<file path="src/rcs_pkg.sv">
package rcs_pkg;

    // pixel channel width and full-scale value
    localparam int unsigned PIX_W     = 8;
    localparam logic [PIX_W-1:0] CHAN_FULL = 8'd255;

    // quotient bits, one per divider step
    localparam int unsigned STEPS  = PIX_W;
    localparam int unsigned CNT_W  = $clog2(STEPS);

    // item operation codes
    localparam logic OP_MEASURE = 1'b0;
    localparam logic OP_APPLY   = 1'b1;

    typedef logic [PIX_W-1:0] pix_t;

    // sequencer states
    typedef enum logic [1:0] {
        ST_IDLE,
        ST_DIV,
        ST_OUT
    } rcs_state_t;

    // divider control from the sequencer
    typedef struct packed {
        logic start;
        logic step;
    } rcs_div_ctrl_t;

endpackage

</file>
<file path="src/rcs_track.sv">
module rcs_track (
    input  logic          aclk,
    input  logic          aresetn,
    input  logic          en,
    input  logic          load,
    input  rcs_pkg::pix_t pix,
    output rcs_pkg::pix_t lo,
    output rcs_pkg::pix_t hi
);
    import rcs_pkg::*;

    pix_t lo_reg, lo_next;
    pix_t hi_reg, hi_next;

    // running minimum and maximum, first pixel loads both
    always_comb begin
        lo_next = lo_reg;
        hi_next = hi_reg;
        if (en) begin
            if (load) begin
                lo_next = pix;
                hi_next = pix;
            end else begin
                if (pix < lo_reg) lo_next = pix;
                if (pix > hi_reg) hi_next = pix;
            end
        end
    end

    always_ff @(posedge aclk) begin
        if (!aresetn) begin
            lo_reg <= '0;
            hi_reg <= '0;
        end else begin
            lo_reg <= lo_next;
            hi_reg <= hi_next;
        end
    end

    assign lo = lo_reg;
    assign hi = hi_reg;

endmodule

</file>
<file path="src/rcs_div.sv">
module rcs_div (
    input  logic                   aclk,
    input  rcs_pkg::rcs_div_ctrl_t ctrl,
    input  rcs_pkg::pix_t          pix,
    input  rcs_pkg::pix_t          lo,
    input  rcs_pkg::pix_t          hi,
    output rcs_pkg::pix_t          quo
);
    import rcs_pkg::*;

    logic [2*PIX_W-1:0] num;
    pix_t               diff;
    pix_t               span;
    logic [PIX_W:0]     trial;
    logic               fit;

    pix_t rem_reg, rem_next;
    pix_t low_reg, low_next;
    pix_t quo_reg, quo_next;
    pix_t span_reg, span_next;
    logic flat_reg, flat_next;
    logic sat_reg, sat_next;

    // setup: |p - min| * 255 as (diff << 8) - diff
    always_comb begin
        diff = (pix >= lo) ? pix - lo : lo - pix;
        span = hi - lo;
        num  = {diff, {PIX_W{1'b0}}} - {{PIX_W{1'b0}}, diff};
    end

    // one restoring step: shift in a dividend bit, subtract if it fits
    always_comb begin
        trial = {rem_reg, low_reg[PIX_W-1]};
        fit   = trial >= {1'b0, span_reg};
    end

    always_comb begin
        rem_next  = rem_reg;
        low_next  = low_reg;
        quo_next  = quo_reg;
        span_next = span_reg;
        flat_next = flat_reg;
        sat_next  = sat_reg;
        if (ctrl.start) begin
            rem_next  = num[2*PIX_W-1:PIX_W];
            low_next  = num[PIX_W-1:0];
            quo_next  = '0;
            span_next = span;
            flat_next = hi <= lo;
            // quotient would need a ninth bit
            sat_next  = num[2*PIX_W-1:PIX_W] >= span;
        end else if (ctrl.step) begin
            rem_next = fit ? PIX_W'(trial - {1'b0, span_reg}) : trial[PIX_W-1:0];
            low_next = {low_reg[PIX_W-2:0], 1'b0};
            quo_next = {quo_reg[PIX_W-2:0], fit};
        end
    end

    always_ff @(posedge aclk) begin
        rem_reg  <= rem_next;
        low_reg  <= low_next;
        quo_reg  <= quo_next;
        span_reg <= span_next;
        flat_reg <= flat_next;
        sat_reg  <= sat_next;
    end

    // flat channel gives zero, overflow saturates
    assign quo = flat_reg ? '0 : (sat_reg ? CHAN_FULL : quo_reg);

endmodule

</file>
<file path="src/rgb_contrast_stretch_top.sv">
// measure item: updates the running min/max, the input stays open, no result
// apply item: each channel runs the 8-step radix-2 divider, then the result is loaded into
// the output register in ST_OUT once it is free; no new item is taken while dividing
// the next item is taken in the output load cycle when the output register is free
// reset (aresetn low, synchronous) clears min/max to zero and empties the output
module rgb_contrast_stretch_top (
    input  logic          aclk,
    input  logic          aresetn,
    input  logic          s_valid,
    output logic          s_ready,
    input  logic          s_op,
    input  logic          s_first_pixel,
    input  rcs_pkg::pix_t s_red,
    input  rcs_pkg::pix_t s_green,
    input  rcs_pkg::pix_t s_blue,
    output logic          m_valid,
    input  logic          m_ready,
    output rcs_pkg::pix_t m_red_out,
    output rcs_pkg::pix_t m_green_out,
    output rcs_pkg::pix_t m_blue_out
);
    import rcs_pkg::*;

    rcs_state_t    state_reg, state_next;
    logic [CNT_W-1:0] cnt_reg, cnt_next;
    logic          m_valid_reg, m_valid_next;
    pix_t          red_reg, green_reg, blue_reg;

    logic          accept;
    logic          out_free;
    logic          out_load;
    logic          track_en;
    rcs_div_ctrl_t div_ctrl;

    pix_t lo_r, hi_r, lo_g, hi_g, lo_b, hi_b;
    pix_t quo_r, quo_g, quo_b;

    assign out_free = !m_valid_reg || m_ready;
    assign accept   = s_valid && s_ready;
    assign track_en = accept && (s_op == OP_MEASURE);

    // sequencer
    always_comb begin
        state_next     = state_reg;
        cnt_next       = cnt_reg;
        s_ready        = 1'b0;
        out_load       = 1'b0;
        div_ctrl.start = 1'b0;
        div_ctrl.step  = 1'b0;
        case (state_reg)
            ST_IDLE: begin
                s_ready = 1'b1;
            end
            ST_DIV: begin
                div_ctrl.step = 1'b1;
                cnt_next      = cnt_reg + 1'b1;
                if (cnt_reg == CNT_W'(STEPS - 1)) begin
                    state_next = ST_OUT;
                end
            end
            ST_OUT: begin
                if (out_free) begin
                    out_load   = 1'b1;
                    s_ready    = 1'b1;
                    state_next = ST_IDLE;
                end
            end
            default: begin
                state_next = ST_IDLE;
            end
        endcase
        if (s_valid && s_ready && (s_op == OP_APPLY)) begin
            div_ctrl.start = 1'b1;
            cnt_next       = '0;
            state_next     = ST_DIV;
        end
    end

    always_ff @(posedge aclk) begin
        if (!aresetn) begin
            state_reg <= ST_IDLE;
            cnt_reg   <= '0;
        end else begin
            state_reg <= state_next;
            cnt_reg   <= cnt_next;
        end
    end

    // output register
    always_comb begin
        m_valid_next = m_valid_reg;
        if (out_load) begin
            m_valid_next = 1'b1;
        end else if (m_ready) begin
            m_valid_next = 1'b0;
        end
    end

    always_ff @(posedge aclk) begin
        if (!aresetn) begin
            m_valid_reg <= 1'b0;
        end else begin
            m_valid_reg <= m_valid_next;
        end
    end

    always_ff @(posedge aclk) begin
        if (out_load) begin
            red_reg   <= quo_r;
            green_reg <= quo_g;
            blue_reg  <= quo_b;
        end
    end

    assign m_valid     = m_valid_reg;
    assign m_red_out   = red_reg;
    assign m_green_out = green_reg;
    assign m_blue_out  = blue_reg;

    // per-channel min/max tracking
    rcs_track u_track_r (
        .aclk(aclk), .aresetn(aresetn), .en(track_en), .load(s_first_pixel),
        .pix(s_red), .lo(lo_r), .hi(hi_r)
    );
    rcs_track u_track_g (
        .aclk(aclk), .aresetn(aresetn), .en(track_en), .load(s_first_pixel),
        .pix(s_green), .lo(lo_g), .hi(hi_g)
    );
    rcs_track u_track_b (
        .aclk(aclk), .aresetn(aresetn), .en(track_en), .load(s_first_pixel),
        .pix(s_blue), .lo(lo_b), .hi(hi_b)
    );

    // per-channel bit-serial dividers
    rcs_div u_div_r (
        .aclk(aclk), .ctrl(div_ctrl), .pix(s_red), .lo(lo_r), .hi(hi_r), .quo(quo_r)
    );
    rcs_div u_div_g (
        .aclk(aclk), .ctrl(div_ctrl), .pix(s_green), .lo(lo_g), .hi(hi_g), .quo(quo_g)
    );
    rcs_div u_div_b (
        .aclk(aclk), .ctrl(div_ctrl), .pix(s_blue), .lo(lo_b), .hi(hi_b), .quo(quo_b)
    );

endmodule

</file>
<file path="config.mk">
export PLATFORM = sky130hd
export DESIGN_NAME = rgb_contrast_stretch_top
export DESIGN_NICKNAME = d
export VERILOG_FILES = /design/src/rcs_pkg.sv /design/src/rcs_track.sv /design/src/rcs_div.sv /design/src/rgb_contrast_stretch_top.sv
export SDC_FILE = /design/constraint.sdc
export NUM_CORES = 1
export LEC_CHECK = 0
export BUFFER_PORTS_ARGS = -buffer_cell sky130_fd_sc_hd__buf_2
export CORE_MARGIN = 2
export CORE_UTILIZATION = 50
export DETAILED_ROUTE_END_ITERATION = 12
export PLACE_DENSITY = 0.7
export SETUP_SLACK_MARGIN = 0.15
export SLEW_MARGIN = 15
export SYNTH_ARGS = -nofsm -noshare
export SYNTH_HDL_FRONTEND = slang
export SYNTH_SLANG_ARGS = --single-unit
</file>
<file path="constraint.sdc">
create_clock -name aclk -period 10.2 [get_ports aclk]
set_input_delay 2.04 -clock aclk [delete_from_list [all_inputs] [get_ports aclk]]
set_output_delay 2.04 -clock aclk [all_outputs]
set_load 0.02 [all_outputs]
</file>
== Word-level counts from Yosys, hierarchy flattened ==
Index checks and enable logic that the tools add are counted.
Operators by class
  equality and inequality tests: 8
  add/sub/neg operators: 16
  order comparisons: 18
  bitwise gates (word level): 3
  mux-type cells: 44
  reduce and logical (&&, ||, !) cells: 23
Operators with widths (number)
  two-way mux 8 bit: 33
  subtractor 8 bit: 12
  greater-or-equal comparator 8 bit: 6
  subtractor 16 x 8 -> 16 bit: 3
  greater-or-equal comparator 9 x 8 -> 1 bit: 3
  > comparator 8 bit: 3
  <= comparator 8 bit: 3
  less-than comparator 8 bit: 3
  nonzero test 2 bit: 8
  AND reduction 2 bit: 6
  two-way mux 1 bit: 7
  inequality test 2 bit, second input constant: 3
  inequality test 3 bit, second input constant: 2
  case mux 2 bit (3 select lines): 1
  AND reduction 3 bit: 2
  two-way mux 2 bit: 2
  adder 3 x 1 -> 3 bit, second input constant: 1
  == test 3 bit, second input constant: 1
  logical AND 1 bit: 3
  inverter 1 bit: 3
  == test 2 x 1 -> 1 bit, second input constant: 1
  == test 2 bit, second input constant: 1
  zero test 2 bit: 1
  case mux 1 bit (2 select lines): 1
  3 further kinds: 3
Word-level totals
  output and inout port bits: 26
  register bits: 180
  input port bits: 30
  logic and storage cells: 143

== Depth between registers and ports, before layout ==
Gate-level depths: netlist (run 1).
  depth in word-level cells: 8
  mapped depth: 22
  depth with buffers taken out: 21

== Hierarchy ==
From an unflattened synthesis (run 1), not the netlist that was laid out.
Second synthesis, totals
  cells, all modules: 1474
  area, all modules: 14015.9 sq um
Modules (own cells, without submodules)
  rcs_div at u_div_b ...: times used 2, area an instance 3370.7 sq um, cells an instance 361
  rcs_div at u_div_g: times used 1, area an instance 3294.4 sq um, cells an instance 365
  rcs_track: times used 3, area an instance 979.7 sq um, cells an instance 110
  rgb_contrast_stretch_top: times used 1, area an instance 1041.0 sq um, cells an instance 57

== Worst setup path before layout (run 1) ==
Ideal clock, no wire load.
  kind: input to register
  from: input s_blue[0]
  to: register u_div_b.sat_reg (data pin)
  stages: 22
  path buffers: 1
  data required time: 9.939 ns
  setup time: 0.261 ns
  path slack: 4.239 ns
  arrival time: 5.701 ns
  path through: inv_1 -> ha_1 -> inv_1 -> fa_1 -> nand3_1 -> a31oi_1 -> or2_1 -> buf_4 -> mux2_2 -> xor2_1 -> nor4_2 -> and2_1 -> nand2b_1 -> ha_1 -> nand2b_1 -> a21o_1 -> a21o_1 -> a21o_1 -> a21oi_1 -> nor2b_1 -> o21ai_0 -> a21oi_1
Between the ends
  longest elaborated chain between the ends: 4
RTL lines
  from (decl): RTL line rgb_contrast_stretch_top.sv:15  | input rcs_pkg::pix_t s_blue,
  subtractor 8 bit / greater-or-equal comparator 8 bit (equally long branches): RTL line rcs_div.sv:26  | diff = (pix >= lo) ? pix - lo : lo - pix;
  two-way mux 8 bit (*): RTL line rcs_div.sv:26
  subtractor 16 x 8 -> 16 bit (*): RTL line rcs_div.sv:28  | num = {diff, {PIX_W{1'b0}}} - {{PIX_W{1'b0}}, diff};
  greater-or-equal comparator 8 bit (*): RTL line rcs_div.sv:51  | sat_next = num[2*PIX_W-1:PIX_W] >= span;
  to (signal assigned): RTL line rcs_div.sv:65  | sat_reg <= sat_next;
  to (decl): RTL line rcs_div.sv:22  | logic sat_reg, sat_next;
Mark *: on every way between the ends. The rest lies on a longest branch, timed or not.
A chain may end at the register's enable or synchronous reset.

== Worst setup path in the final report (run 1) ==
  from: input s_blue[5]
  to: register u_div_b.sat_reg (data pin)
Same word-level chain as after synthesis.

==> results.sh, run 1 <==
export IMPL_clk_path_buf_depth=2
export IMPL_synth_seq_area_share=0.357
export IMPL_postCtsSetupRepairBufs=0
export IMPL_diodes=0
export IMPL_die_y_um=165
export IMPL_clk_pin_slew_worst_paths_ps=70
export IMPL_gr_total_overflow=0
export IMPL_cts_resized=0
export IMPL_rr_startpoint="u_track_b.lo[5]$_SDFFE_PN0P_"
export IMPL_tns_ps=0
export IMPL_slew_violations=0
export IMPL_min_period_over_period=0.621
export IMPL_synth_edf_count=102
export IMPL_nNetsFinal=1634
export IMPL_tightest_slew_ps=1170
export IMPL_hold_viol_final=0
export IMPL_crit_type="primary input to flop"
export IMPL_htreeDepth=4
export IMPL_placed_area_mm2=0.0134
export IMPL_drv_cap=0
export IMPL_cp_data_required_time_ps=10380
export IMPL_coreArea_mm2=0.0253
export IMPL_ys_ff_latch=180
export IMPL_syn_area_mm2=0.0129
export IMPL_final_cell_mix="ha_1 (143), inv_1 (140), nor2_1 (125)"
export IMPL_yosys_area_top_type_share=0.237
export IMPL_max_slew_margin=0.212
export IMPL_dp_hpwl_um=20800
export IMPL_startpoint="s_blue[5]"
export IMPL_ys_warn_count=0
export IMPL_die_x_um=165
export IMPL_cp_arrival_ps=6510
export IMPL_ir_worst_vdd_mv=0.111
export IMPL_grt_pass1_wl_um=45700
export IMPL_via_count=9758
export IMPL_fin_area_mm2=0.0140
export IMPL_ys_types=78
export IMPL_io_buffers=55
export IMPL_layout_commonest_cell="ha_1"
export IMPL_die_area_mm2=0.0272
export IMPL_ioPinCount=56
export IMPL_reg2regPathDepth=18
export IMPL_globalplace_congestion=0.921
export IMPL_synthesis_nets=1609
export IMPL_grt_usage=0.210
export IMPL_post_route_min_period_ps=6340
export IMPL_synth_cells=1424
export IMPL_antenna_left=0
export IMPL_first_iter_violations=760
export IMPL_syn2layout_area_growth_pct=8.44
export IMPL_synthArstFlopShare=0
export IMPL_rsz0062_at_grt="false"
export IMPL_numCtsBuffers=17
export IMPL_cp_start_kind="primary input"
export IMPL_drtPass1Iterations=5
export IMPL_status="finished clean"
export IMPL_cts_sinks=180
export IMPL_setup_viol=0
export IMPL_r2r_end="u_div_b.sat_reg$_DFFE_PP_"
export IMPL_power_mw=2.45
export IMPL_drive_gt1_frac=0.0903
export IMPL_cts_hold_buf=0
export IMPL_min_path_type="flop to flop"
export IMPL_fin_skew_ps=15.1
export IMPL_endpoint="u_div_b.sat_reg$_DFFE_PP_"
export IMPL_reg2reg_slack_ps=5320
export IMPL_end_kind="flop"
export IMPL_path_max_fanout=11
export IMPL_cts_tree="done"
export IMPL_yosys_top_cells_area="edfxtp_1 (24%), ha_1 (14%), dfxtp_1 (12%)"
export IMPL_clock_latency_ps=440
export IMPL_vias_per_cell=5.45
export IMPL_fmax_mhz=158
export IMPL_first_global_vias=9369
export IMPL_drc=0
export IMPL_antenna_found_initial=0
export IMPL_clockRootBuffer="clkbuf_16"
export IMPL_postSynthAreaPerCell_um2=9.09
export IMPL_wl_per_cell_um=15.2
export IMPL_start_util=0.511
export IMPL_yosysTopAreaCell="edfxtp_1"
export IMPL_power_density_mw_per_mm2=175
export IMPL_grt_max_degree=81
export IMPL_wl_um=27300
export IMPL_p_leak_nw=6.05
export IMPL_ys_flop_type="edfxtp_1"
export IMPL_row_count=58
## report_power, final
part	switching, mW	total (mW)	leakage (nW)	internal [mW]
Clock	0.315	0.653	0.282	0.338
Combinational	0.488	0.880	4.17	0.392
Sequential	0.0442	0.919	1.60	0.875
Total	0.848	2.45	6.05	1.61
## final cells by class
class                   instances  area, um^2
fillers                      2236       11300
multi-input cells            1051        7580
flip-flops and latches        180        4620
inverters                     141         529
clock buffers                  18         450
well taps                     330         413
repair buffers                 58         298
clock inverters                14         131
## Yosys cell counts, types with 7 or more instances
cell / n
a21o_1: 41
nor3b_1: 7
a21oi_1: 85
inv_1: 140
and2_1: 27
o21a_1: 20
fa_1: 12
dfxtp_1: 78
xnor2_1: 49
nand2b_1: 18
clkbuf_1: 36
o31ai_1: 8
mux2i_1: 49
edfxtp_1: 102
nor3_1: 13
nand2_1: 122
buf_2: 11
and3_1: 9
o21ai_0: 75
nand4_1: 19
a211oi_1: 13
nand3_1: 11
nor2b_1: 52
o211ai_1: 7
a31oi_1: 12
o21ai_1: 13
ha_1: 143
o21bai_1: 11
nor2_1: 125
xor2_1: 19
mux2_2: 13
## critical path, cell delays in order
cell and delay [ps]:
buf_2 120, inv_1 80, ha_1 530, a211oi_1 140, o21bai_1 460, or2_1 410
mux2_2 410, xor2_1 190, nor4_2 420, and2_1 270, nand2b_1 130, ha_1 220
nand2b_1 140, a21o_1 170, a21o_1 180, a21o_1 170, a21oi_1 140, nor2b_1 60
o21ai_0 160, a21oi_1 80
## worst min path at each step
stage                                                from                               to  slack [ps]  cells past startpoint
after floorplan           u_div_b.quo_reg[7]$_SDFFE_PP0P_  u_div_b.quo_reg[7]$_SDFFE_PP0P_         440                      2
after detailed placement  u_div_r.quo_reg[7]$_SDFFE_PP0P_  u_div_r.quo_reg[7]$_SDFFE_PP0P_         450                      2
after global placement    u_div_b.quo_reg[7]$_SDFFE_PP0P_  u_div_b.quo_reg[7]$_SDFFE_PP0P_         440                      2
final                     u_div_r.quo_reg[7]$_SDFFE_PP0P_  u_div_r.quo_reg[7]$_SDFFE_PP0P_         460                      2
after global routing      u_div_r.quo_reg[7]$_SDFFE_PP0P_  u_div_r.quo_reg[7]$_SDFFE_PP0P_         480                      2
after CTS                 u_div_r.quo_reg[7]$_SDFFE_PP0P_  u_div_r.quo_reg[7]$_SDFFE_PP0P_         460                      2
## logic make-up (layout without fill, tap and decap cells)
family	Yosys count	after routing	share of synthesized area
xor gates and xnor gates	69	69	0.0473
and+or+nand+nor	431	431	0.164
adders and majority gates	155	155	0.157
muxes	68	68	0.0557
DFF	180	180	0.357
AOI/OAI and AO/OA	328	328	0.161
buffers and inverters	193	231	0.0582
## through the flow
stage | hold WS, ps | cells | utilization | setup WS [ps]
2_1_floorplan | 436 | 1424 | - | 4240
3_3_place_gp | 444 | 1760 | 0.531 | 3650
3_5_place_dp | 453 | 1760 | 0.531 | 3500
4_1_cts | 463 | 1792 | 0.554 | 3940
5_1_grt | 485 | 1792 | 0.554 | 3460
6_report | 459 | 1792 | 0.554 | 3860
## routing by layer
metal,global-route usage,vias to the layer above,wire length (um)
li1,-,5011,-
met5,0,-,0
met4,0.0601,0,432
met3,0.0309,34,1260
met2,0.326,195,11700
met1,0.304,4518,13900
(Power assumes the default switching activity.)
==> inputs of run 2 (changes only) <==
Settings changed: PLACE_DENSITY 0.7 to 0.72.
Clock period 10.2 ns to 5.3 ns, I/O delays scaled along.
==> results.sh, run 2 (synthesis gave the netlist of run 1 again) <==
export IMPL_fmax_mhz=207
export IMPL_tns_ps=0
export IMPL_drive_gt1_frac=0.106
export IMPL_path_cells="buf_2 > inv_1 > ha_1 > inv_1 > fa_1 > a21o_1 > a211oi_1 > o21bai_1 > buf_4 > o31ai_1 > o32a_2 > nand3b_2 > o21ai_2 > ha_1 > nand2b_1 > a21o_1 > a21o_1 > a21o_1 > a21oi_1 > nor2b_1 > o21ai_0 > a21oi_1"
export IMPL_cts_hold_buf=0
export IMPL_cp_start_kind="primary input"
export IMPL_vias_per_cell=5.47
export IMPL_die_y_um=165
export IMPL_first_iter_violations=763
export IMPL_ir_worst_vdd_mv=0.205
export IMPL_die_area_mm2=0.0272
export IMPL_cts_tree="done"
export IMPL_path_max_fanout=8
export IMPL_die_x_um=165
export IMPL_wl_um=27600
export IMPL_path_buf_inv=4
export IMPL_worst_path_stages=22
export IMPL_p_leak_nw=6.20
export IMPL_gr_total_overflow=0
export IMPL_drc=0
export IMPL_slew_violations=0
export IMPL_final_cell_mix="ha_1 (143), inv_1 (140), nor2_1 (125)"
export IMPL_grt_pass1_wl_um=46400
export IMPL_grt_usage=0.212
export IMPL_start_util=0.511
export IMPL_multiInputGateArea_mm2=0.00760
export IMPL_crit_path_frequent_cell="a21o_1"
export IMPL_syn2layout_area_growth_pct=10.3
export IMPL_diodes=0
export IMPL_clkPwrFrac=0.277
export IMPL_fin_area_mm2=0.0143
export IMPL_antenna_left=0
export IMPL_min_path_type="flop to flop"
export IMPL_antenna_found_initial=0
export IMPL_hold_viol_final=0
export IMPL_holdPathStages=2
export IMPL_combPwrFrac=0.361
export IMPL_rsz0062_at_grt="false"
export IMPL_setup_viol=0
export IMPL_cp_arrival_ps=5000
export IMPL_swShare=0.332
export IMPL_io_buffers=55
export IMPL_internal_power_mw=3.27
export IMPL_postCtsSetupRepairBufs=0
export IMPL_max_slew_margin=0.263
export IMPL_power_mw=4.90
export IMPL_clk_path_buf_depth=2
export IMPL_drtPass1Iterations=6
export IMPL_grt_max_degree=53
export IMPL_cts_sinks=180
export IMPL_tightest_slew_ps=1100
export IMPL_dp_hpwl_um=21300
export IMPL_row_count=58
export IMPL_layout_commonest_cell="ha_1"
export IMPL_first_global_vias=9530
export IMPL_stdcell_count=1815
export IMPL_fin_skew_ps=12.8
export IMPL_ioPinCount=56
export IMPL_cp_data_required_time_ps=5460
export IMPL_clock_latency_ps=430
export IMPL_htreeDepth=4
export IMPL_numCtsBuffers=17
export IMPL_seq_power_share=0.362
export IMPL_min_period_over_period=0.913
export IMPL_wl_per_cell_um=15.2
export IMPL_nNetsFinal=1657
export IMPL_clockRootBuffer="clkbuf_16"
export IMPL_critical_path_top_delay_family="compound AO/OA/AOI/OAI gates"
export IMPL_place_inst=1783
export IMPL_reg2regPathDepth=20
export IMPL_drv_cap=0
export IMPL_clk_pin_slew_worst_paths_ps=70
export IMPL_status="finished clean"
export IMPL_fin_hold_ws_ps=457
export IMPL_post_route_min_period_ps=4840
export IMPL_power_density_mw_per_mm2=343
export IMPL_end_kind="flop"
export IMPL_slowest_delay_ps=430
export IMPL_placed_area_mm2=0.0136
export IMPL_nFillCells=2260
export IMPL_crit_type="primary input to flop"
export IMPL_via_count=9929
export IMPL_coreArea_mm2=0.0253
export IMPL_regArea_mm2=0.00462
export IMPL_switching_power_mw=1.63
export IMPL_crit_slowest_cell="fa_1"
export IMPL_globalplace_congestion=0.893
## run 2: power by group through the flow
stage | Clock, mW | Sequential [mW] | Combinational, mW
6_report | 1.36 | 1.77 | 1.77
5_1_grt | 1.44 | 1.79 | 1.99
4_1_cts | 1.38 | 1.77 | 1.76
3_5_place_dp | 0 | 1.80 | 1.73
3_3_place_gp | 0 | 1.80 | 1.68
2_1_floorplan | 0 | 1.76 | 1.35
## run 2: timing repair
item	4_1_cts	5_1_grt
resized for setup	0	4
endpoints found under the setup margin	0	3
hold endpoints to repair	0	0
## run 2: layout make-up
cell class | count | share of cell area
Inverter | 141 | 0.0371
Tap cell | 330 | 0.0289
Multi-Input combinational cell | 1051 | 0.532
Timing Repair Buffer | 81 | 0.0330
Clock buffer | 20 | 0.0328
Clock inverter | 12 | 0.0117
Sequential cell | 180 | 0.324
## run 2: path summary, 6_finish.rpt
path                                    from                              end  slack [ps]
max                               s_green[0]        u_div_g.sat_reg$_DFFE_PP_         460
min reg2reg  u_div_r.quo_reg[7]$_SDFFE_PP0P_  u_div_r.quo_reg[7]$_SDFFE_PP0P_         460
max reg2reg     u_track_g.lo[0]$_SDFFE_PN0P_        u_div_g.sat_reg$_DFFE_PP_         920
min          u_div_r.quo_reg[7]$_SDFFE_PP0P_  u_div_r.quo_reg[7]$_SDFFE_PP0P_         460
## run 2: per-stage QoR
stage	worst slack, ps	util
global placement	167	0.538
finish	462	0.563
global route	174	0.563
floorplan	319	-
CTS	438	0.563
detailed placement	-12.6	0.538
## run 2: metal layers
metal	vias up	share of wire	track usage
li1	5047	-	-
met1	4596	0.50	0.300
met2	253	0.45	0.340
met3	33	0.043	0.0281
met4	0	0.014	0.0585
met5	-	0	0
## run 2: worst register-to-register path: cells and delay by family, from the launching register on
kind | cells | cell delay [ps]
fa+ha+maj | 3 | 860
simple gates | 3 | 400
compound gates | 12 | 2230
flops | 1 | 400
buf+inv | 2 | 230
==> inputs of run 3 (changes only) <==
==> constraint.sdc (replaced) <==
create_clock -name aclk -period 5.3 [get_ports aclk]
set_input_delay 0.795 -clock aclk [delete_from_list [all_inputs] [get_ports aclk]]
set_output_delay 0.795 -clock aclk [all_outputs]
set_load 0.02 [all_outputs]
==> results.sh, run 3 (synthesis gave the netlist of run 1 again) <==
export IMPL_status="finished clean"
export IMPL_cts_sinks=180
export IMPL_startpoint="s_green[0]"
export IMPL_slew_violations=0
export IMPL_tightest_slew_ps=1110
export IMPL_setup_viol=0
export IMPL_power_density_mw_per_mm2=339
export IMPL_nNetsFinal=1645
export IMPL_globalplace_congestion=0.890
export IMPL_slowest_delay_ps=420
export IMPL_fin_skew_ps=14.0
export IMPL_wl_um=27300
export IMPL_io_buffers=55
export IMPL_grt_max_degree=54
export IMPL_fmax_mhz=208
export IMPL_cts_resized=0
export IMPL_drc=0
export IMPL_ioPinCount=56
export IMPL_clk_path_buf_depth=2
export IMPL_wl_per_cell_um=15.1
export IMPL_coreArea_mm2=0.0253
export IMPL_cts_hold_buf=0
export IMPL_rr_startpoint="u_track_g.lo[1]$_SDFFE_PN0P_"
export IMPL_fin_hold_ws_ps=465
export IMPL_final_cell_mix="ha_1 (143), inv_1 (140), nor2_1 (125)"
export IMPL_max_slew_margin=0.253
export IMPL_antenna_left=0
export IMPL_cts_tree="done"
export IMPL_nFillCells=2262
export IMPL_gr_total_overflow=0
export IMPL_min_path_type="flop to flop"
export IMPL_crit_path_frequent_cell="a21o_1"
export IMPL_cp_data_required_time_ps=5470
export IMPL_layout_commonest_cell="ha_1"
export IMPL_first_global_vias=9201
export IMPL_crit_type="primary input to flop"
export IMPL_path_max_fanout=13
export IMPL_via_count=9873
export IMPL_start_util=0.511
export IMPL_p_leak_nw=6.12
export IMPL_rsz0062_at_grt="false"
export IMPL_die_y_um=165
export IMPL_cp_start_kind="primary input"
export IMPL_grt_usage=0.207
export IMPL_drive_gt1_frac=0.0964
export IMPL_clockRootBuffer="clkbuf_16"
export IMPL_clk_pin_slew_worst_paths_ps=70
export IMPL_row_count=58
export IMPL_first_iter_violations=782
export IMPL_htreeDepth=4
export IMPL_numCtsBuffers=17
export IMPL_vias_per_cell=5.47
export IMPL_antenna_found_initial=2
export IMPL_path_cells="buf_2 > inv_1 > ha_1 > inv_1 > fa_1 > a21o_1 > a211oi_1 > o21bai_2 > o31ai_1 > o32a_2 > nand3b_2 > o21ai_1 > ha_1 > nand2b_1 > a21o_1 > a21o_1 > a21o_1 > a21oi_1 > nor2b_1 > o21ai_0 > a21oi_1"
export IMPL_end_kind="flop"
export IMPL_die_area_mm2=0.0272
export IMPL_die_x_um=165
export IMPL_clock_latency_ps=430
export IMPL_hold_viol_final=0
export IMPL_grt_pass1_wl_um=45200
export IMPL_dp_hpwl_um=21000
export IMPL_crit_slowest_cell="fa_1"
export IMPL_min_period_over_period=0.905
export IMPL_cp_arrival_ps=4970
export IMPL_drv_cap=0
export IMPL_tns_ps=0
export IMPL_drtPass1Iterations=5
export IMPL_postCtsSetupRepairBufs=0
export IMPL_post_route_min_period_ps=4800
export IMPL_ir_worst_vdd_mv=0.192
export IMPL_min_from="u_div_r.quo_reg[7]$_SDFFE_PP0P_"
export IMPL_syn2layout_area_growth_pct=9.32
## run 3: changes by cell type in the layout (fill, tap and decap cells not counted), moves of 2 or more
| cell | delta |
|---|---|
| inv_6 | +2 |
| o21ai_2 | -2 |
| diode_2 | +2 |
| buf_4 | -12 |
| o21ai_1 | +2 |
| bufinv_16 | -2 |
## run 3: power breakdown
group          switching [mW]  internal, mW
Clock                   0.582         0.720
Combinational           0.954         0.768
Sequential             0.0860          1.68
Total                    1.62          3.17
## run 3: layer usage
metal | wire length, um | global-route usage | vias to the layer above
li1 | - | - | 5039
met3 | 950 | 0.0256 | 30
met1 | 13700 | 0.302 | 4612
met5 | 0 | 0 | -
met2 | 12300 | 0.322 | 192
met4 | 392 | 0.0577 | 0
## run 3: through the flow
step	utilization	std cells	power [mW]	setup WS [ps]	instance area (um^2)
6_report	0.558	1805	4.79	503	14100
3_5_place_dp	0.534	1771	3.50	31.5	13500
5_1_grt	0.558	1805	5.11	167	14100
3_3_place_gp	0.534	1771	3.45	221	13500
2_1_floorplan	-	1424	3.12	584	12900
4_1_cts	0.558	1803	4.81	466	14100
## run 3: path summary, 6_finish.rpt
kind | to | slack (ps) | cells after the start
worst max-delay path | u_div_g.sat_reg$_DFFE_PP_ | 500 | 21
worst min-delay path | u_div_r.quo_reg[7]$_SDFFE_PP0P_ | 470 | 2
worst max register to register | u_div_g.sat_reg$_DFFE_PP_ | 670 | 18
worst min register to register | u_div_r.quo_reg[7]$_SDFFE_PP0P_ | 470 | 2
## run 3: cell type report
class                   instances  area (um^2)  area share
repair buffers                 69          380      0.0269
inverters                     141          529      0.0374
multi-input cells            1051         7580       0.536
clock buffers                  20          479      0.0339
flip-flops and latches        180         4620       0.327
diodes                          2         5.00    0.000354
well taps                     330          413      0.0292
clock inverters                12          129     0.00911
## run 3: critical path: cells and delay by family
family	cells	cell delay [ps]
compound gates	12	2620
fa+ha+maj	3	870
simple gates	3	390
buf+inv	3	280
